## src/hw/rtl/nsfc_pkg.sv

```systemverilog
// Package for the NMEA sentence framer and checksum checker.
// Holds the character constants, the status and type codes, the result struct
// and the small decode functions. It depends on nothing else.
`default_nettype none

package nsfc_pkg;

    // Default depth of the line buffer, counted in bytes.
    localparam int unsigned LINE_BYTES_DEF = 128;

    // Longest line that can still be reported as valid.
    localparam int unsigned LEN_LIMIT = 200;

    // Width of the reported line length.
    localparam int unsigned LEN_W = 7;

    // Characters that frame a sentence.
    localparam logic [7:0] CH_START = 8'h24;
    localparam logic [7:0] CH_STAR  = 8'h2A;
    localparam logic [7:0] CH_CR    = 8'h0D;
    localparam logic [7:0] CH_LF    = 8'h0A;

    // Sentence type letters, first letter in the top byte.
    localparam logic [23:0] LETTERS_RMC = 24'h524D43;
    localparam logic [23:0] LETTERS_GGA = 24'h474741;
    localparam logic [23:0] LETTERS_GSA = 24'h475341;

    typedef enum logic [1:0] {
        ST_VALID     = 2'd0,
        ST_BAD_CHECK = 2'd1,
        ST_BAD_TYPE  = 2'd2,
        ST_OVERFLOW  = 2'd3
    } status_t;

    typedef enum logic [1:0] {
        KIND_RMC  = 2'd0,
        KIND_GGA  = 2'd1,
        KIND_GSA  = 2'd2,
        KIND_NONE = 2'd3
    } kind_t;

    // Where the checksum field parse stands within a line.
    typedef enum logic [2:0] {
        PH_BEFORE_STAR = 3'd0,
        PH_DIGIT1      = 3'd1,
        PH_DIGIT2      = 3'd2,
        PH_DONE        = 3'd3,
        PH_BAD         = 3'd4
    } phase_t;

    // One result item.
    typedef struct packed {
        status_t       line_status;
        kind_t         sentence_type;
        logic [LEN_W-1:0] line_length;
        logic [7:0]    computed_checksum;
    } result_t;

    // Registered input byte handed to the checker.
    typedef struct packed {
        logic       valid;
        logic [7:0] data;
    } stage_t;

    // Result pushed from the checker into the output queue.
    typedef struct packed {
        logic    valid;
        result_t payload;
    } push_t;

    // Bit 4 flags a hex digit; bits 3:0 carry its value.
    function automatic logic [4:0] hex_digit(input logic [7:0] c);
        logic [4:0] r;
        r = 5'd0;
        if (c >= 8'h30 && c <= 8'h39) begin
            r = {1'b1, 4'(c - 8'h30)};
        end
        else if (c >= 8'h41 && c <= 8'h46) begin
            r = {1'b1, 4'(c - 8'h37)};
        end
        else if (c >= 8'h61 && c <= 8'h66) begin
            r = {1'b1, 4'(c - 8'h57)};
        end
        return r;
    endfunction

    // Maps the three type letters to a sentence type code.
    function automatic kind_t decode_kind(input logic [23:0] letters);
        kind_t k;
        if (letters == LETTERS_RMC) begin
            k = KIND_RMC;
        end
        else if (letters == LETTERS_GGA) begin
            k = KIND_GGA;
        end
        else if (letters == LETTERS_GSA) begin
            k = KIND_GSA;
        end
        else begin
            k = KIND_NONE;
        end
        return k;
    endfunction

endpackage

`default_nettype wire

```

## src/hw/rtl/nsfc_if.sv

```systemverilog
// Handshake channels of the NMEA sentence framer and checksum checker.
// One interface carries received bytes, the other carries line results.
// Neither depends on the package.
`default_nettype none


interface nsfc_result_if;
    logic       valid;
    logic       ready;
    logic [1:0] line_status;
    logic [1:0] sentence_type;
    logic [6:0] line_length;
    logic [7:0] computed_checksum;

    modport source (
        output valid, output line_status, output sentence_type,
        output line_length, output computed_checksum, input ready
    );
    modport sink (
        input valid, input line_status, input sentence_type,
        input line_length, input computed_checksum, output ready
    );
endinterface

`default_nettype wire

```

## src/hw/rtl/nsfc_out_queue.sv

```systemverilog
// Two-entry output queue of the NMEA sentence framer and checksum checker.
// Decouples the result channel from the checker. Uses nsfc_pkg and nsfc_result_if.
`default_nettype none

module nsfc_out_queue
    import nsfc_pkg::*;
(
    input  logic          clk,
    input  logic          rst_n,
    input  push_t         push,
    output logic          room,
    nsfc_result_if.source res
);

    logic [1:0] count_reg;
    logic [1:0] count_next;
    result_t    head_reg;
    result_t    tail_reg;
    logic       pop;
    logic       push_head;

    assign room = (count_reg != 2'd2);
    assign pop  = (count_reg != 2'd0) && res.ready;

    // A new item lands in the head when the queue is empty after this cycle's pop.
    assign push_head = push.valid && (count_reg == 2'd0 || (count_reg == 2'd1 && pop));

    always_comb
    begin
        count_next = count_reg;
        if (push.valid && !pop)
        begin
            count_next = count_reg + 2'd1;
        end
        else if (!push.valid && pop)
        begin
            count_next = count_reg - 2'd1;
        end
    end

    always_ff @(posedge clk or negedge rst_n)
    begin
        if (!rst_n)
        begin
            count_reg <= 2'd0;
        end
        else
        begin
            count_reg <= count_next;
        end
    end

    // Entry shifting: the head is always the oldest item.
    always_ff @(posedge clk)
    begin
        if (push_head)
        begin
            head_reg <= push.payload;
        end
        else
        begin
            if (pop)
            begin
                head_reg <= tail_reg;
            end
            if (push.valid)
            begin
                tail_reg <= push.payload;
            end
        end
    end

    assign res.valid             = (count_reg != 2'd0);
    assign res.line_status       = head_reg.line_status;
    assign res.sentence_type     = head_reg.sentence_type;
    assign res.line_length       = head_reg.line_length;
    assign res.computed_checksum = head_reg.computed_checksum;

    // The checker never pushes into a full queue.
    a_no_overrun: assert property (@(posedge clk) disable iff (!rst_n)
        push.valid |-> (count_reg != 2'd2))
        else $error("result pushed into a full queue");

    // The fill count stays within the two entries.
    a_count_bound: assert property (@(posedge clk) disable iff (!rst_n)
        count_reg != 2'd3)
        else $error("queue fill count out of range");

    // An item taken with nothing new arriving lowers the fill count by one.
    a_pop_count: assert property (@(posedge clk) disable iff (!rst_n)
        (pop && !push.valid) |=> (count_reg == $past(count_reg) - 2'd1))
        else $error("queue fill count wrong after a pop");

endmodule

`default_nettype wire

```

## src/flat_wrapper.sv

```systemverilog
// flat-port wrapper written by rule: the top's interface ports become plain ports
module nsfc_out_queue_flat import nsfc_pkg::*;
  (clk, rst_n, push, room, res_valid, res_line_status, res_sentence_type, res_line_length, res_computed_checksum, res_ready);
  nsfc_result_if res_i ();
  input  logic clk;
  input  logic rst_n;
  input  push_t push;
  output logic room;
  output wire logic [$bits(res_i.valid)-1:0] res_valid;
  output wire logic [$bits(res_i.line_status)-1:0] res_line_status;
  output wire logic [$bits(res_i.sentence_type)-1:0] res_sentence_type;
  output wire logic [$bits(res_i.line_length)-1:0] res_line_length;
  output wire logic [$bits(res_i.computed_checksum)-1:0] res_computed_checksum;
  input wire logic [$bits(res_i.ready)-1:0] res_ready;
  assign res_valid = res_i.valid;
  assign res_line_status = res_i.line_status;
  assign res_sentence_type = res_i.sentence_type;
  assign res_line_length = res_i.line_length;
  assign res_computed_checksum = res_i.computed_checksum;
  assign res_i.ready = res_ready;
  nsfc_out_queue u_core (.clk(clk), .rst_n(rst_n), .push(push), .room(room), .res(res_i));
endmodule
```

## config.mk

```make
export PLATFORM = sky130hd
export DESIGN_NAME = nsfc_out_queue_flat
export DESIGN_NICKNAME = d
export VERILOG_FILES = /design/src/hw/rtl/nsfc_pkg.sv /design/src/hw/rtl/nsfc_if.sv /design/src/hw/rtl/nsfc_out_queue.sv /design/src/flat_wrapper.sv
export SDC_FILE = /design/constraint.sdc
export NUM_CORES = 1
export LEC_CHECK = 0
export CAP_MARGIN = 20
export CORE_MARGIN = 10
export CORE_UTILIZATION = 45
export DETAILED_ROUTE_END_ITERATION = 10
export DONT_BUFFER_PORTS = 1
export GPL_TIMING_DRIVEN = 0
export MAX_ROUTING_LAYER = met4
export PLACE_DENSITY_LB_ADDON = 0.1
export SYNTH_ARGS = -nofsm -noshare
export SYNTH_HDL_FRONTEND = slang
export SYNTH_SLANG_ARGS = --single-unit
```

## constraint.sdc

```tcl
create_clock -name clk -period 2.8 [get_ports clk]
set_clock_uncertainty 0.1 [all_clocks]
set_input_delay 0.84 -clock clk [delete_from_list [all_inputs] [get_ports clk]]
set_output_delay 0.84 -clock clk [all_outputs]
set_load 0.01 [all_outputs]
```

==> impl_metrics.csv, run 1 <==
group,metric,value,unit
global_routing,grt-ovfl-total,0,
logic_synthesis,synth_seq_cells,40,
floorplan,dieWidth,82.5,um
logic_synthesis,netlist_area,1760,sq um
detailed_routing,ant_nets,0,
setup_path,required,2.61,ns
setup_path,endpoint_kind,"flip-flop",
finish,drive_gt1_share,17.4,%
power_and_ir_drop,power.total,2110,uW
placement,place_congestion,0.701,
outcome,status,"finished clean",
logic_synthesis,synth_cell_types,18,
power_and_ir_drop,p_leak,0.000745,uW
logic_synthesis,synth_edf_count,38,
setup_path,critPathLaunchType,"flip-flop",
floorplan,initial_utilization,47.3,%
timing,period_share,84.1,%
timing,finalHoldViolCount,0,
clock_network,clkSinkCount,40,
global_routing,met2_usage,17.0,%
logic_synthesis,synth_top_cell_by_area,"edfxtp_1",
global_routing,grt_max_degree,20,
logic_synthesis,ys_warn_count,0,
clock_network,cts_resized,0,
clock_network,post_cts_buffers,0,
logic_synthesis,syn-instance-count,124,
timing,setup_viol,0,
floorplan,dieArea,6800,sq um
logic_synthesis,ys_seq_area_share,67.8,%
floorplan,die_h,82.5,um
logic_synthesis,synth_most_common_cell,"edfxtp_1",
clock_network,ctsHtreeMaxLevel,2,
run,max_cap_viol_count,0,
setup_path,worstPathMaxFanout,19,
global_routing,grt.total_usage,11.2,%
setup_path,reg2reg_from,"u_core.count_reg[0]",
setup_path,cp_top_family,"simple AND/OR/NAND/NOR gates",
finish,area_growth,9.54,%
global_routing,grt_util_met3,5.62,%
finish,postLayoutCellArea,1920,sq um
floorplan,ios,44,
global_routing,met1_usage,12.3,%
min_path,hold_path.class,"primary input to async pin",
timing,fmax,425,MHz
clock_network,cts_buffers,5,
setup_path,crit_type,"flip-flop to flip-flop",
global_routing,grt-busiest-layer,"met2",
logic_synthesis,avgSynthCellArea,14.2,sq um
setup_path,crit_slowest_cell,"and2_1",
timing,tightest_slew,0.888,ns
floorplan,core_area,3720,sq um
setup_path,worst_r2r_path_depth,5,
power_and_ir_drop,max-vdd-ir-drop,0.540,mV
global_routing,first_global_vias,983,
finish,largest_reg_flops,19,
detailed_routing,wl_per_cell,19.6,um
logic_synthesis,synthArstFlopShare,5.00,%
clock_network,cts-root-buf,"clkbuf_8",
setup_path,path_cells,"inv_1 -> ha_1 -> a21oi_1 -> buf_2 -> and2_1",
logic_synthesis,yosys.area.top_type_share,65.0,%
placement,port_buffers,0,
clock_network,hold_buffers,0,
detailed_routing,wl,3.52,mm
detailed_routing,drt_iter0_markers,52,
detailed_routing,viasPerCell,5.24,
power_and_ir_drop,power_density,1090,nW/um^2
clock_network,cts_tree,"done",
placement,place_area,1820,sq um
timing,setup_ws,0.446,ns
detailed_routing,drcViolationCount,0,
setup_path,cp.arrival,2.16,ns
clock_network,clock_latency,0.29,ns
finish,num_antenna_cells,0,
setup_path,worst-path-buf-inv,2,
logic_synthesis,synth_area_leaders,"edfxtp_1 65%, o32ai_2 9.3%, inv_1 4.9%, nand2_1 4.7%, o32ai_1 4.5%",
timing,tns,0,ns
setup_path,slowest_delay,0.75,ns
finish,nets,158,
global_routing,antenna_found_initial,0,
logic_synthesis,synth_commonest_cells,"38 x edfxtp_1, 23 x inv_1, 22 x nand2_1, 10 x o32ai_2, 9 x o32ai_1",
timing,rsz0062_at_grt,"false",
setup_path,regToRegSetupSlack,0.45,ns
floorplan,rows,22,
global_routing,grt_pass1_wl,5.41,mm
logic_synthesis,syn_nets,151,
timing,slew_headroom,40.8,%
timing,slew_violations,0,
clock_network,ctsLongestPathBuffers,2,
timing,post-route-min-period,2.35,ns
finish,fill_cells,328,
detailed_routing,drtPass1Iterations,4,
clock_network,clk_pin_slew,0.07,ns
logic_synthesis,ys.flop_type,"edfxtp_1",
setup_path,r2r_end,"u_core.tail_reg[0]",
placement,pre_cts_ws,0.289,ns
placement,dpl.hpwl,2.52,mm
detailed_routing,num_vias,944,
## routing by layer
layer | part of all wire, % | vias up
met3 | 9.6 | 5
li1 | - | 455
met5 | 0 | -
met1 | 40 | 450
met2 | 49 | 34
met4 | 1.4 | 0
## area by class of cell
cell class	count	area [sq um]	area share (%)
clock inverters	2	35.0	1.82
inverters	23	86.3	4.49
plain buffers	8	52.6	2.73
clock buffers	6	72.6	3.77
well taps	48	60.1	3.12
flip-flops and latches	40	1190	61.9
multi-input cells	53	427	22.2
## worst register-to-register path, cell delays in order (launching register included)
cell and delay (ns):
dfrtp_1 0.39, inv_1 0.08, ha_1 0.25, a21oi_1 0.15, buf_2 0.26, and2_1 0.75
## worst max path at each step
stage,from,to,slack [ns],cells past startpoint
finish,u_core.count_reg[0],u_core.tail_reg[0],0.45,5
global route,u_core.count_reg[0],u_core.tail_reg[6],0.23,5
CTS,u_core.count_reg[0],u_core.tail_reg[0],0.41,5
detailed placement,push[19],u_core.tail_reg[0],0.29,2
global placement,push[19],u_core.tail_reg[3],0.27,2
floorplan,res_ready,u_core.tail_reg[0],0.62,3
## power by group
part           internal, uW  total, uW  switching (uW)
sequential              954       1090             141
combinational           209        556             347
clock                   264        456             191
## through the flow
step	hold slack (ns)	std cells	util (%)
floorplan	0.373	124	-
global placement	0.393	172	48.9
detailed placement	0.402	172	48.9
CTS	0.130	180	51.8
global route	0.119	180	51.8
finish	0.139	180	51.8
## layout by cell type (no fill, tap or decap)
cell type | Yosys | final
and3_1 | 1 | 1
o21ai_0 | 1 | 1
ha_1 | 4 | 4
a21oi_1 | 1 | 1
buf_2 | 3 | 3
nand2b_1 | 1 | 1
bufinv_16 | 0 | 1
and2_1 | 2 | 2
dfrtp_1 | 2 | 2
nand2_1 | 22 | 22
buf_4 | 1 | 1
clkbuf_8 | 0 | 5
clkinv_2 | 0 | 1
clkbuf_1 | 2 | 3
xor2_1 | 1 | 1
o32ai_1 | 9 | 9
edfxtp_1 | 38 | 38
buf_6 | 2 | 2
xnor2_1 | 1 | 1
inv_1 | 23 | 23
o32ai_2 | 10 | 10
## cells by family (layout without fill, tap and decap cells)
group | Yosys count | count (layout) | share of synthesized area [%]
AND/OR/NAND/NOR | 26 | 26 | 6.13
adder cells (fa/ha/maj) | 4 | 4 | 2.85
AO/OA/AOI/OAI | 21 | 21 | 14.3
buffers and inverters | 31 | 39 | 7.91
flip-flops | 40 | 40 | 67.8
XOR/XNOR | 2 | 2 | 0.997
Note: power is estimated with default switching activity, not from simulation.
==> run 2, diff against run 1 <==
==> constraint.sdc (replaced) <==
create_clock -name clk -period 2.1 [get_ports clk]
set_clock_uncertainty 0.1 [all_clocks]
set_input_delay 0.63 -clock clk [delete_from_list [all_inputs] [get_ports clk]]
set_output_delay 0.63 -clock clk [all_outputs]
set_load 0.01 [all_outputs]
==> run 2 against run 1 <==
Effect of this change: maximum frequency increased by 23%; non-clock buffer count increased by 1; core utilization rose by 0.40 points; critical endpoint unchanged; largest power group unchanged.
==> impl_metrics.csv, run 2 (synthesized netlist as in run 1, its figures left out) <==
group,metric,value,unit
detailed_routing,drcViolationCount,0,
timing,period_share,91.4,%
min_path,hold_path.class,"primary input to flip-flop",
power_and_ir_drop,p_leak,0.000751,uW
timing,finalHoldViolCount,0,
global_routing,grt_pass1_wl,5.44,mm
detailed_routing,ant_nets,0,
finish,finish.utilization,52.2,%
finish,nets,159,
timing,setup_viol,0,
timing,tightest_slew,0.478,ns
clock_network,cts_tree,"done",
floorplan,ios,44,
floorplan,dieArea,6800,sq um
detailed_routing,num_vias,954,
detailed_routing,viasPerCell,5.27,
power_and_ir_drop,power_density,1450,nW/um^2
timing,slew_headroom,68.1,%
finish,fill_cells,326,
setup_path,crit_type,"flip-flop to flip-flop",
setup_path,startpoint,"u_core.count_reg[0]",
setup_path,crit_end,"u_core.tail_reg[0]",
floorplan,dieWidth,82.5,um
clock_network,clkSinkCount,40,
timing,slew_violations,0,
timing,setup_ws,0.180,ns
clock_network,cts-root-buf,"clkbuf_8",
global_routing,grt_max_degree,20,
placement,pre_cts_ws,-0.283,ns
clock_network,clock_latency,0.29,ns
outcome,status,"finished clean",
min_path,whs_path_depth,0,
setup_path,r2r_end,"u_core.tail_reg[0]",
setup_path,endpoint_kind,"flip-flop",
global_routing,grt.total_usage,11.2,%
setup_path,critPathLaunchType,"flip-flop",
finish,postLayoutCellArea,1940,sq um
placement,dpl.hpwl,2.52,mm
global_routing,grt-ovfl-total,0,
placement,place_area,1820,sq um
detailed_routing,drtPass1Iterations,4,
setup_path,reg2reg_from,"u_core.count_reg[0]",
timing,post-route-min-period,1.92,ns
setup_path,worstPathMaxFanout,19,
finish,final_common_cell,"edfxtp_1",
placement,place_congestion,0.701,
global_routing,antenna_found_initial,0,
clock_network,cts_buffers,5,
timing,tns,0,ns
finish,area_growth,10.4,%
detailed_routing,drt_iter0_markers,52,
detailed_routing,wl_per_cell,19.7,um
power_and_ir_drop,max-vdd-ir-drop,0.643,mV
clock_network,ctsHtreeMaxLevel,2,
timing,whs,0.330,ns
timing,rsz0062_at_grt,"false",
run,max_cap_viol_count,0,
finish,final_cell_mix,"38 x edfxtp_1, 23 x inv_1, 21 x nand2_1",
placement,port_buffers,0,
floorplan,initial_utilization,47.3,%
setup_path,required,1.96,ns
floorplan,core_area,3720,sq um
floorplan,die_h,82.5,um
global_routing,first_global_vias,987,
finish,largest_reg_flops,19,
timing,fmax,521,MHz
min_path,hold_start,"push[1]",
detailed_routing,wl,3.56,mm
setup_path,cp.arrival,1.78,ns
clock_network,clk_pin_slew,0.08,ns
floorplan,rows,22,
setup_path,regToRegSetupSlack,0.18,ns
finish,num_antenna_cells,0,
clock_network,post_cts_buffers,0,
finish,drive_gt1_share,18.8,%
setup_path,worst_r2r_path_depth,5,
clock_network,ctsLongestPathBuffers,2,
-- run 2: cell types whose count changed in the layout (fill, tap and decap cells not counted) --
cell,before,now
and2_4,0,1
dlygate4sd3_1,0,1
and2_1,2,1
nand2_1,22,21
nand2_2,0,1
-- run 2: critical path, stage by stage, from the launching register on --
cell,delay (ns)
dfrtp_1,0.39
inv_1,0.08
ha_1,0.25
a21oi_1,0.15
buf_2,0.26
and2_4,0.36
-- run 2: routing by layer --
| layer | GRT usage (%) | vias to the layer above | part of all wire, % |
|---|---|---|---|
| li1 | - | 457 | - |
| met1 | 12.7 | 452 | 41 |
| met2 | 17.0 | 40 | 48 |
| met3 | 5.40 | 5 | 9.3 |
| met4 | 4.08 | 0 | 1.3 |
| met5 | - | - | 0 |
-- run 2: what timing repair did --
item | CTS | global route
gates resized for setup | 2 | 1
hold endpoints to repair | 2 | 0
setup endpoints to repair | 19 | 19
pin swaps | 0 | 0
hold buffers | 1 | 0
-- run 2: worst min-delay path by stage --
stage | end | slack (ns)
2_1_floorplan | u_core.count_reg[0] | 0.23
3_3_place_gp | u_core.count_reg[0] | 0.23
3_5_place_dp | u_core.count_reg[1] | 0.23
4_1_cts | u_core.tail_reg[3] | 0.32
5_1_grt | u_core.tail_reg[9] | 0.32
6_report | u_core.tail_reg[1] | 0.33
-- run 2: through the flow --
step           total power, uW  cells
4_1_cts                   2860    181
5_1_grt                   2980    181
2_1_floorplan             2030    124
6_report                  2820    181
3_3_place_gp              2210    172
3_5_place_dp              2240    172
-- run 2: power by group --
group	switching, uW	total (uW)	internal [uW]
sequential	187	1450	1270
combinational	468	757	289
clock	255	608	353
total	911	2820	1910
-- run 2: cell type report --
class | count | area, sq um | area share [%]
sequential | 40 | 1190 | 61.4
multi-input combinational | 53 | 432 | 22.3
inverter | 23 | 86.3 | 4.45
clock buffer | 6 | 72.6 | 3.74
tap | 48 | 60.1 | 3.10
buffer | 8 | 52.6 | 2.71
clock inverter | 2 | 35.0 | 1.81
timing repair buffer | 1 | 10.0 | 0.516
